===== config.mk =====
export PLATFORM = sky130hd
export DESIGN_NAME = sorted_list_to_fifo_buffer_flat
export DESIGN_NICKNAME = d
export VERILOG_FILES = /design/src/hdl/slfb_pkg.sv /design/src/hdl/slfb_if.sv /design/src/hdl/sorted_list_to_fifo_buffer.sv /design/src/flat_wrapper.sv
export VERILOG_INCLUDE_DIRS = /design/src /design/src/hdl
export SDC_FILE = /design/constraint.sdc
export NUM_CORES = 1
export LEC_CHECK = 0
export ABC_CLOCK_PERIOD_IN_PS = 8000
export BUFFER_PORTS_ARGS = -buffer_cell sky130_fd_sc_hd__buf_2
export CORE_MARGIN = 2
export CORE_UTILIZATION = 40
export CTS_CLUSTER_DIAMETER = 150
export DETAILED_ROUTE_END_ITERATION = 8
export HOLD_SLACK_MARGIN = 0.02
export PLACE_DENSITY_LB_ADDON = 0.25
export SLEW_MARGIN = 20
export SYNTH_ARGS = -nofsm -noshare
export SYNTH_HDL_FRONTEND = slang
export SYNTH_SLANG_ARGS = --single-unit

===== constraint.sdc =====
create_clock -name clk -period 8 [get_ports clk]
set_clock_uncertainty 0.1 [all_clocks]
set_input_delay 0.8 -clock clk [delete_from_list [all_inputs] [get_ports clk]]
set_output_delay 0.8 -clock clk [all_outputs]
set_load 0.01 [all_outputs]

===== src/hdl/sorted_list_to_fifo_buffer_defines.svh =====
// assertion macros shared by the sorted list block
`ifndef SORTED_LIST_TO_FIFO_BUFFER_DEFINES_SVH
`define SORTED_LIST_TO_FIFO_BUFFER_DEFINES_SVH

// same-cycle implication, checked on every rising edge outside reset
`define SLFB_AST_IMP(lbl, ante, cons, msg) \
  lbl: assert property (@(posedge clk) disable iff (rst) (ante) |-> (cons)) else $error(msg);

// next-cycle implication, checked on every rising edge outside reset
`define SLFB_AST_NXT(lbl, ante, cons, msg) \
  lbl: assert property (@(posedge clk) disable iff (rst) (ante) |=> (cons)) else $error(msg);

`endif


===== src/hdl/slfb_pkg.sv =====
`default_nettype none

package slfb_pkg;

  localparam int DEPTH_DEF = 16;

  typedef enum logic [2:0] {
    OP_INSERT   = 3'd0,
    OP_CLEAR    = 3'd1,
    OP_XFER     = 3'd2,
    OP_RD_LIST  = 3'd3,
    OP_RD_QUEUE = 3'd4
  } op_t;

  typedef enum logic [1:0] {
    ST_OK    = 2'd0,
    ST_FULL  = 2'd1,
    ST_EMPTY = 2'd2
  } status_t;

  typedef enum logic [2:0] {
    S_IDLE,
    S_INS_RD,
    S_INS_CMP,
    S_INS_PUT,
    S_EMIT,
    S_RD_WAIT,
    S_RD_DATA
  } state_t;

endpackage

`default_nettype wire


===== src/hdl/slfb_if.sv =====
`default_nettype none

// command channel
interface slfb_cmd_if;
  logic               valid;
  logic               ready;
  logic [2:0]         op;
  logic signed [31:0] value;

  modport source (output valid, output op, output value, input ready);
  modport sink (input valid, input op, input value, output ready);
endinterface

// result channel
interface slfb_res_if;
  logic               valid;
  logic               ready;
  logic signed [31:0] data;
  logic [1:0]         status;
  logic               last;

  modport source (output valid, output data, output status, output last, input ready);
  modport sink (input valid, input data, input status, input last, output ready);
endinterface

`default_nettype wire


===== src/hdl/sorted_list_to_fifo_buffer.sv =====
`default_nettype none
// insert: scans from the top entry down, at most list size entries, S_INS_RD then S_INS_CMP each,
//   one compare/move per entry via the list bank's registered read and write port, status via S_EMIT
// clear, transfer and an insert into an empty or full list give their beat from the S_EMIT state
// reads: per beat a registered memory read, then the output register; ready only when idle
// reset: synchronous, active high; clears counts, bank select, state and output valid
// memory contents are not cleared, entries above the counts are never read
`include "sorted_list_to_fifo_buffer_defines.svh"

module sorted_list_to_fifo_buffer #(
  parameter int DEPTH = slfb_pkg::DEPTH_DEF
) (
  input wire logic          clk,
  input wire logic          rst,
  slfb_cmd_if.sink          cmd,
  slfb_res_if.source        res
);

  localparam int AW = $clog2(DEPTH);
  localparam int CW = $clog2(DEPTH + 1);

  // two banks; sel picks which one is the list, the other is the queue.
  // a transfer just swaps roles, so the old queue bank becomes the empty list
  logic signed [31:0] mem_a [DEPTH];
  logic signed [31:0] mem_b [DEPTH];
  logic signed [31:0] rd_a;
  logic signed [31:0] rd_b;
  logic               sel;
  logic               sel_next;

  slfb_pkg::state_t   state;
  slfb_pkg::state_t   state_next;

  logic [CW-1:0]      list_count;
  logic [CW-1:0]      list_count_next;
  logic [CW-1:0]      queue_count;
  logic [CW-1:0]      queue_count_next;

  // shared scan index: drives the read address of both banks
  logic [AW-1:0]      idx;
  logic [AW-1:0]      idx_next;
  logic signed [31:0] val;
  logic signed [31:0] val_next;
  logic [CW-1:0]      rd_cnt;
  logic [CW-1:0]      rd_cnt_next;
  logic               rd_queue;
  logic               rd_queue_next;
  slfb_pkg::status_t  pend;
  slfb_pkg::status_t  pend_next;

  // list memory write port
  logic               mem_we;
  logic [AW-1:0]      mem_waddr;
  logic signed [31:0] mem_wdata;

  // output register
  logic               out_valid;
  logic signed [31:0] out_data;
  slfb_pkg::status_t  out_status;
  logic               out_last;
  logic               out_load;
  logic signed [31:0] out_data_next;
  slfb_pkg::status_t  out_status_next;
  logic               out_last_next;

  logic               out_free;
  logic               acc;
  logic signed [31:0] list_rdata;
  logic signed [31:0] src_rdata;
  logic               shift_up;
  logic               rd_is_last;

  assign cmd.ready  = (state == slfb_pkg::S_IDLE);
  assign acc        = cmd.valid && cmd.ready;
  assign out_free   = !out_valid || res.ready;

  assign list_rdata = sel ? rd_b : rd_a;
  assign src_rdata  = (rd_queue ^ sel) ? rd_b : rd_a;
  // stored entry not smaller than the new value moves up one slot
  assign shift_up   = (list_rdata >= val);
  assign rd_is_last = ((CW'(idx) + CW'(1)) == rd_cnt);

  assign res.valid  = out_valid;
  assign res.data   = out_data;
  assign res.status = out_status;
  assign res.last   = out_last;

  // next state
  always_comb begin
    state_next = state;
    case (state)
      slfb_pkg::S_IDLE: begin
        if (acc) begin
          case (cmd.op)
            slfb_pkg::OP_INSERT: begin
              if (list_count == CW'(DEPTH) || list_count == '0) begin
                state_next = slfb_pkg::S_EMIT;
              end else begin
                state_next = slfb_pkg::S_INS_RD;
              end
            end
            slfb_pkg::OP_CLEAR,
            slfb_pkg::OP_XFER: state_next = slfb_pkg::S_EMIT;
            slfb_pkg::OP_RD_LIST: begin
              state_next = (list_count == '0) ? slfb_pkg::S_EMIT : slfb_pkg::S_RD_WAIT;
            end
            slfb_pkg::OP_RD_QUEUE: begin
              state_next = (queue_count == '0) ? slfb_pkg::S_EMIT : slfb_pkg::S_RD_WAIT;
            end
            default: state_next = slfb_pkg::S_IDLE;
          endcase
        end
      end
      slfb_pkg::S_INS_RD: state_next = slfb_pkg::S_INS_CMP;
      slfb_pkg::S_INS_CMP: begin
        if (!shift_up) begin
          state_next = slfb_pkg::S_EMIT;
        end else if (idx == '0) begin
          state_next = slfb_pkg::S_INS_PUT;
        end else begin
          state_next = slfb_pkg::S_INS_RD;
        end
      end
      slfb_pkg::S_INS_PUT: state_next = slfb_pkg::S_EMIT;
      slfb_pkg::S_EMIT: begin
        if (out_free) state_next = slfb_pkg::S_IDLE;
      end
      slfb_pkg::S_RD_WAIT: state_next = slfb_pkg::S_RD_DATA;
      slfb_pkg::S_RD_DATA: begin
        if (out_free) state_next = rd_is_last ? slfb_pkg::S_IDLE : slfb_pkg::S_RD_WAIT;
      end
      default: state_next = slfb_pkg::S_IDLE;
    endcase
  end

  // datapath controls
  always_comb begin
    sel_next         = sel;
    list_count_next  = list_count;
    queue_count_next = queue_count;
    idx_next         = idx;
    val_next         = val;
    rd_cnt_next      = rd_cnt;
    rd_queue_next    = rd_queue;
    pend_next        = pend;
    mem_we           = 1'b0;
    mem_waddr        = idx;
    mem_wdata        = val;
    out_load         = 1'b0;
    out_data_next    = '0;
    out_status_next  = slfb_pkg::ST_OK;
    out_last_next    = 1'b1;
    case (state)
      slfb_pkg::S_IDLE: begin
        if (acc) begin
          case (cmd.op)
            slfb_pkg::OP_INSERT: begin
              val_next = cmd.value;
              if (list_count == CW'(DEPTH)) begin
                pend_next = slfb_pkg::ST_FULL;
              end else if (list_count == '0) begin
                // empty list: store directly at the bottom
                mem_we          = 1'b1;
                mem_waddr       = '0;
                mem_wdata       = cmd.value;
                list_count_next = CW'(1);
                pend_next       = slfb_pkg::ST_OK;
              end else begin
                // scan from the top entry downward
                idx_next = AW'(list_count - CW'(1));
              end
            end
            slfb_pkg::OP_CLEAR: begin
              pend_next       = (list_count == '0) ? slfb_pkg::ST_EMPTY : slfb_pkg::ST_OK;
              list_count_next = '0;
            end
            slfb_pkg::OP_XFER: begin
              if (list_count == '0) begin
                pend_next = slfb_pkg::ST_EMPTY;
              end else begin
                sel_next         = !sel;
                queue_count_next = list_count;
                list_count_next  = '0;
                pend_next        = slfb_pkg::ST_OK;
              end
            end
            slfb_pkg::OP_RD_LIST: begin
              rd_queue_next = 1'b0;
              rd_cnt_next   = list_count;
              idx_next      = '0;
              pend_next     = slfb_pkg::ST_EMPTY;
            end
            slfb_pkg::OP_RD_QUEUE: begin
              rd_queue_next = 1'b1;
              rd_cnt_next   = queue_count;
              idx_next      = '0;
              pend_next     = slfb_pkg::ST_EMPTY;
            end
            default: ;
          endcase
        end
      end
      slfb_pkg::S_INS_CMP: begin
        mem_we    = 1'b1;
        mem_waddr = idx + AW'(1);
        if (shift_up) begin
          mem_wdata = list_rdata;
          if (idx != '0) idx_next = idx - AW'(1);
        end else begin
          mem_wdata       = val;
          list_count_next = list_count + CW'(1);
          pend_next       = slfb_pkg::ST_OK;
        end
      end
      slfb_pkg::S_INS_PUT: begin
        mem_we          = 1'b1;
        mem_waddr       = '0;
        mem_wdata       = val;
        list_count_next = list_count + CW'(1);
        pend_next       = slfb_pkg::ST_OK;
      end
      slfb_pkg::S_EMIT: begin
        if (out_free) begin
          out_load        = 1'b1;
          out_status_next = pend;
        end
      end
      slfb_pkg::S_RD_DATA: begin
        if (out_free) begin
          out_load      = 1'b1;
          out_data_next = src_rdata;
          out_last_next = rd_is_last;
          if (!rd_is_last) idx_next = idx + AW'(1);
        end
      end
      default: ;
    endcase
  end

  // banks: one write port on the list bank, registered read at the scan index
  always_ff @(posedge clk) begin
    if (mem_we && !sel) mem_a[mem_waddr] <= mem_wdata;
    if (mem_we && sel) mem_b[mem_waddr] <= mem_wdata;
    rd_a <= mem_a[idx];
    rd_b <= mem_b[idx];
  end

  always_ff @(posedge clk) begin
    if (rst) begin
      state       <= slfb_pkg::S_IDLE;
      sel         <= 1'b0;
      list_count  <= '0;
      queue_count <= '0;
      out_valid   <= 1'b0;
    end else begin
      state       <= state_next;
      sel         <= sel_next;
      list_count  <= list_count_next;
      queue_count <= queue_count_next;
      if (out_load) begin
        out_valid <= 1'b1;
      end else if (res.ready) begin
        out_valid <= 1'b0;
      end
    end
  end

  // payload registers
  always_ff @(posedge clk) begin
    idx      <= idx_next;
    val      <= val_next;
    rd_cnt   <= rd_cnt_next;
    rd_queue <= rd_queue_next;
    pend     <= pend_next;
    if (out_load) begin
      out_data   <= out_data_next;
      out_status <= out_status_next;
      out_last   <= out_last_next;
    end
  end

  `SLFB_AST_IMP(a_cnt_bound, 1'b1, (list_count <= CW'(DEPTH)) && (queue_count <= CW'(DEPTH)), "count beyond depth")
  `SLFB_AST_IMP(a_ins_room, state == slfb_pkg::S_INS_CMP, (list_count < CW'(DEPTH)) && (CW'(idx) < list_count), "insert scan out of range")
  `SLFB_AST_IMP(a_rd_idx, state == slfb_pkg::S_RD_DATA, CW'(idx) < rd_cnt, "read index past count")
  `SLFB_AST_NXT(a_xfer, acc && (cmd.op == slfb_pkg::OP_XFER) && (list_count != '0), (list_count == '0) && (queue_count == $past(list_count)), "transfer did not move list")

endmodule

`default_nettype wire

===== src/flat_wrapper.sv =====
// flat-port wrapper written by rule: the top's interface ports become plain ports
module sorted_list_to_fifo_buffer_flat 
#(
  parameter int DEPTH = slfb_pkg::DEPTH_DEF
)
  (clk, rst, cmd_valid, cmd_op, cmd_value, cmd_ready, res_valid, res_data, res_status, res_last, res_ready);
  slfb_cmd_if cmd_i ();
  slfb_res_if res_i ();
  input wire logic clk;
  input wire logic rst;
  input wire logic [$bits(cmd_i.valid)-1:0] cmd_valid;
  input wire logic [$bits(cmd_i.op)-1:0] cmd_op;
  input wire logic [$bits(cmd_i.value)-1:0] cmd_value;
  output wire logic [$bits(cmd_i.ready)-1:0] cmd_ready;
  output wire logic [$bits(res_i.valid)-1:0] res_valid;
  output wire logic [$bits(res_i.data)-1:0] res_data;
  output wire logic [$bits(res_i.status)-1:0] res_status;
  output wire logic [$bits(res_i.last)-1:0] res_last;
  input wire logic [$bits(res_i.ready)-1:0] res_ready;
  assign cmd_i.valid = cmd_valid;
  assign cmd_i.op = cmd_op;
  assign cmd_i.value = cmd_value;
  assign cmd_ready = cmd_i.ready;
  assign res_valid = res_i.valid;
  assign res_data = res_i.data;
  assign res_status = res_i.status;
  assign res_last = res_i.last;
  assign res_i.ready = res_ready;
  sorted_list_to_fifo_buffer #(.DEPTH(DEPTH)) u_core (.clk(clk), .rst(rst), .cmd(cmd_i), .res(res_i));
endmodule

==> out/metrics.csv <==
stage,metric,value,unit
clock_tree,TritonCTS Buffers,119,
cells_and_area,Nets,2389,
synth,Synth Warn #,0,
timing,Worst Tran Pin Value,1.150,ns
die,Die Area,117500,µm²
die,core area,114000,µm²
synth,Syn Inst Count,2172,
placement,IO buf count,75,
pwr,clock network power share,42.6,%
die,Die W,342.9,µm
cells_and_area,sequential standard cell area,34700,µm²
job,Max-cap violations,0,
die,I/O Pins,76,
clock_tree,Max clock buf depth,3,
synth,Synth Flop Type,edfxtp_1,
global_routing,initial antenna violation count,1,
routing,DR DRC count,0,
critical_path,crit path DAT,6.32,ns
die,FP Rows,124,
pwr,Logic pwr share,5.2,%
routing,total vias in the final route,22760,
pwr,Power Internal,0.01031,W
synth,"Seq/Total Area, Yosys",75.56,%
synth,Syn Nets,2248,
synth,Netlist cell types,54,
clock_tree,CTS tree,built,
cells_and_area,share of post-route cells with drive strength above 1,30.58,%
critical_path,CP endpoint kind,register,
routing,post-DR wirelength/cell,30.28,µm
synth,Synth top cells by count,"edfxtp_1, mux4_2, nand2_1",
routing,Vias/cell,5.783,
die,initial core utilization,40.28,%
timing,setup TNS,0,ns
status,status,"complete, no violations",
pwr,PwrDens,249.6,nW/µm²
synth,post-synthesis async set-or-reset flop share,0,%
timing,unrepaired setup endpoints after global routing,no,
clock_tree,clk sinks,1182,
placement,routability cong.,0.8430,
global_routing,global route overflow,0,
clock_tree,clk_lat worst skew,0.73,ns
clock_tree,Post-CTS Setup Inserts,0,
pwr,switching pwr,0.002834,W
min_path,Tightest Hold Check Type,in -> reg,
clock_tree,Clock Tree Root,clkbuf_16,
timing,max frequency,165.2,MHz
synth,Post-Syn Area,45930,µm²
cells_and_area,Layout area overhead,14.68,%
synth,area share of the largest cell type after synthesis,72.12,%
clock_tree,Post-CTS Resized,0,
cells_and_area,area of the multi-input gates,10850,µm²
timing,final worst-path cycle share,75.67,%
timing,Max-slew headroom,23.03,%
pwr,Reg power frac,52.2,%
timing,Hold Fails Final Rpt,0,
synth,synthesized flop and latch total,1182,
pwr,Pleak,16.87,nW
timing,"Slew Viols, Final",0,
timing,Final setup viols,0,
clock_tree,H-Tree Depth,3,
global_routing,number of global-route vias before repair,23090,
cells_and_area,fillers,9383,
pwr,sw frac,21.56,%
routing,initial DRC count,2581,
critical_path,Crit path required time,8.26,ns
synth,most numerous cell in the Yosys netlist,edfxtp_1,
global_routing,All-Layer GR Usage,20.44,%
synth,post-synth top area cell,edfxtp_1,
critical_path,FF-to-FF setup slack,1.95,ns
critical_path,Startpoint Class,register,
pwr,total power,0.01314,W
critical_path,path type of the worst setup path,reg -> reg,
pwr,Max VDD drop,0.2013,mV
routing,DRT Pass-1 Iters,6,
routing,antenna-violating nets left,0,
synth,"EDFF count, synth",1103,
synth,top area cells in the synthesized netlist,"edfxtp_1, mux4_2, dfxtp_1, ha_1, nand2_1",
global_routing,largest net degree at the start of global routing,107,
critical_path,Critical Path Fanout Max,35,
global_routing,first-pass GRT wire length,171300,µm
clock_tree,Hold Buf Count CTS,0,
clock_tree,Worst-path clk slew,0.06,ns
cells_and_area,Post-Route Utilization,46.19,%
placement,hpwl dp,66420,µm
routing,Routed WL,119200,µm
timing,Final min period,6.054,ns
synth,Synth Area per Inst,21.15,µm²
die,Die Y-Extent,342.9,µm
critical path: stages (launching register included):
cell     delay, ns
dfxtp_2       0.65
buf_4         0.33
mux2_2        0.37
ha_1          0.30
a211o_1       0.29
a31oi_1       0.31
o41ai_1       0.17
a21oi_1       0.59
o21ai_4       0.45
o21ai_4       0.78
buf_4         0.38
a221o_1       0.93
sequential cells by signal (all words and copies together), names as in the netlist:
register / flops
u_core.list_count: 5
u_core.rd_queue: 1
u_core.sel: 1
u_core.res.data: 32
u_core.queue_count: 5
u_core.rd_b: 32
u_core.val: 32
u_core.idx: 4
u_core.pend: 2
u_core.mem_a: 512
u_core.res.status: 2
u_core.state: 3
u_core.mem_b: 512
u_core.rd_a: 32
u_core.rd_cnt: 5
u_core.res.valid: 1
u_core.res.last: 1
cell families after synthesis:
logic type,after synthesis,synth area share [%]
muxes,359,16.63
buffers and inverters,161,1.509
AOI/OAI and AO/OA,152,2.316
DFF,1182,75.56
xor gates and xnor gates,13,0.2479
adders and majority gates,37,1.008
and+or+nand+nor,268,2.732
layout make-up:
class	count	area share, %
Tap cell	1512	3.592
Sequential cell	1182	65.89
Multi-Input combinational cell	829	20.60
Antenna cell	3	0.01425
Clock buffer	156	6.279
Inverter	43	0.3160
Timing Repair Buffer	138	1.929
Clock inverter	72	1.380
worst paths after layout:
path	start	endpoint	cells after the start
max	u_core.sel	u_core.mem_a[6][8]	11
min reg2reg	u_core.queue_count[4]	u_core.queue_count[4]	2
max reg2reg	u_core.sel	u_core.mem_a[6][8]	11
min	cmd_value[25]	u_core.val[25]	1
through the flow:
step	instances	hold WS, ns	setup slack (ns)	cell area, µm²
finish	3935	0.2030	1.946	52670
detailed placement	3703	0.4247	2.107	48580
global route	3932	0.1758	1.877	52660
CTS	3931	0.1513	2.093	52610
floorplan	2172	0.3739	3.151	45930
global placement	3695	0.4122	2.201	48390
layout by cell type, fill, tap and decap left out, types with 5 or more instances in the layout:
cell        Yosys  layout
a21oi_1        56      56
a221o_2         0      11
clkbuf_1       65      18
clkinv_1        2      20
nor2_1         66      33
nor2b_1         6       6
edfxtp_1     1103    1103
clkinv_2        0      26
nand2_1       109     108
mux4_2        320     320
clkbuf_16       0     119
clkinvlp_4      0       7
buf_4           1      52
nand4_1         5       5
xnor2_1         9       8
a21o_1          5       5
o221ai_1        6       6
clkbuf_8        0      19
a221o_1        33      22
ha_1           37      37
mux2i_1         8       8
nor2_4          0      33
buf_2          32      75
mux2_2         31      31
o21a_1          6       6
nand3_1         9       9
and3_1         34      33
dfxtp_1        79      78
o21ai_0        18      18
inv_1          41      40
nand2b_1        6       6
buf_12          0       7
bufinv_16       0       9
nor3_1         11      11
metal layers:
layer	routed length, µm	track usage (%)	vias up
met5	0	0	-
met4	2492	4.922	0
met3	7918	3.291	159
met2	56890	32.34	968
met1	51860	29.90	12310
li1	-	-	9319
power groups by stage:
stage,logic (W),registers (W),clock network (W)
finish,0.000687,0.00686,0.00560
global route,0.000735,0.00686,0.00594
CTS,0.000689,0.00686,0.00570
detailed placement,0.000686,0.00699,0
global placement,0.000677,0.00699,0
floorplan,0.000465,0.00696,0
Note: power is estimated with default switching activity, not from simulation.
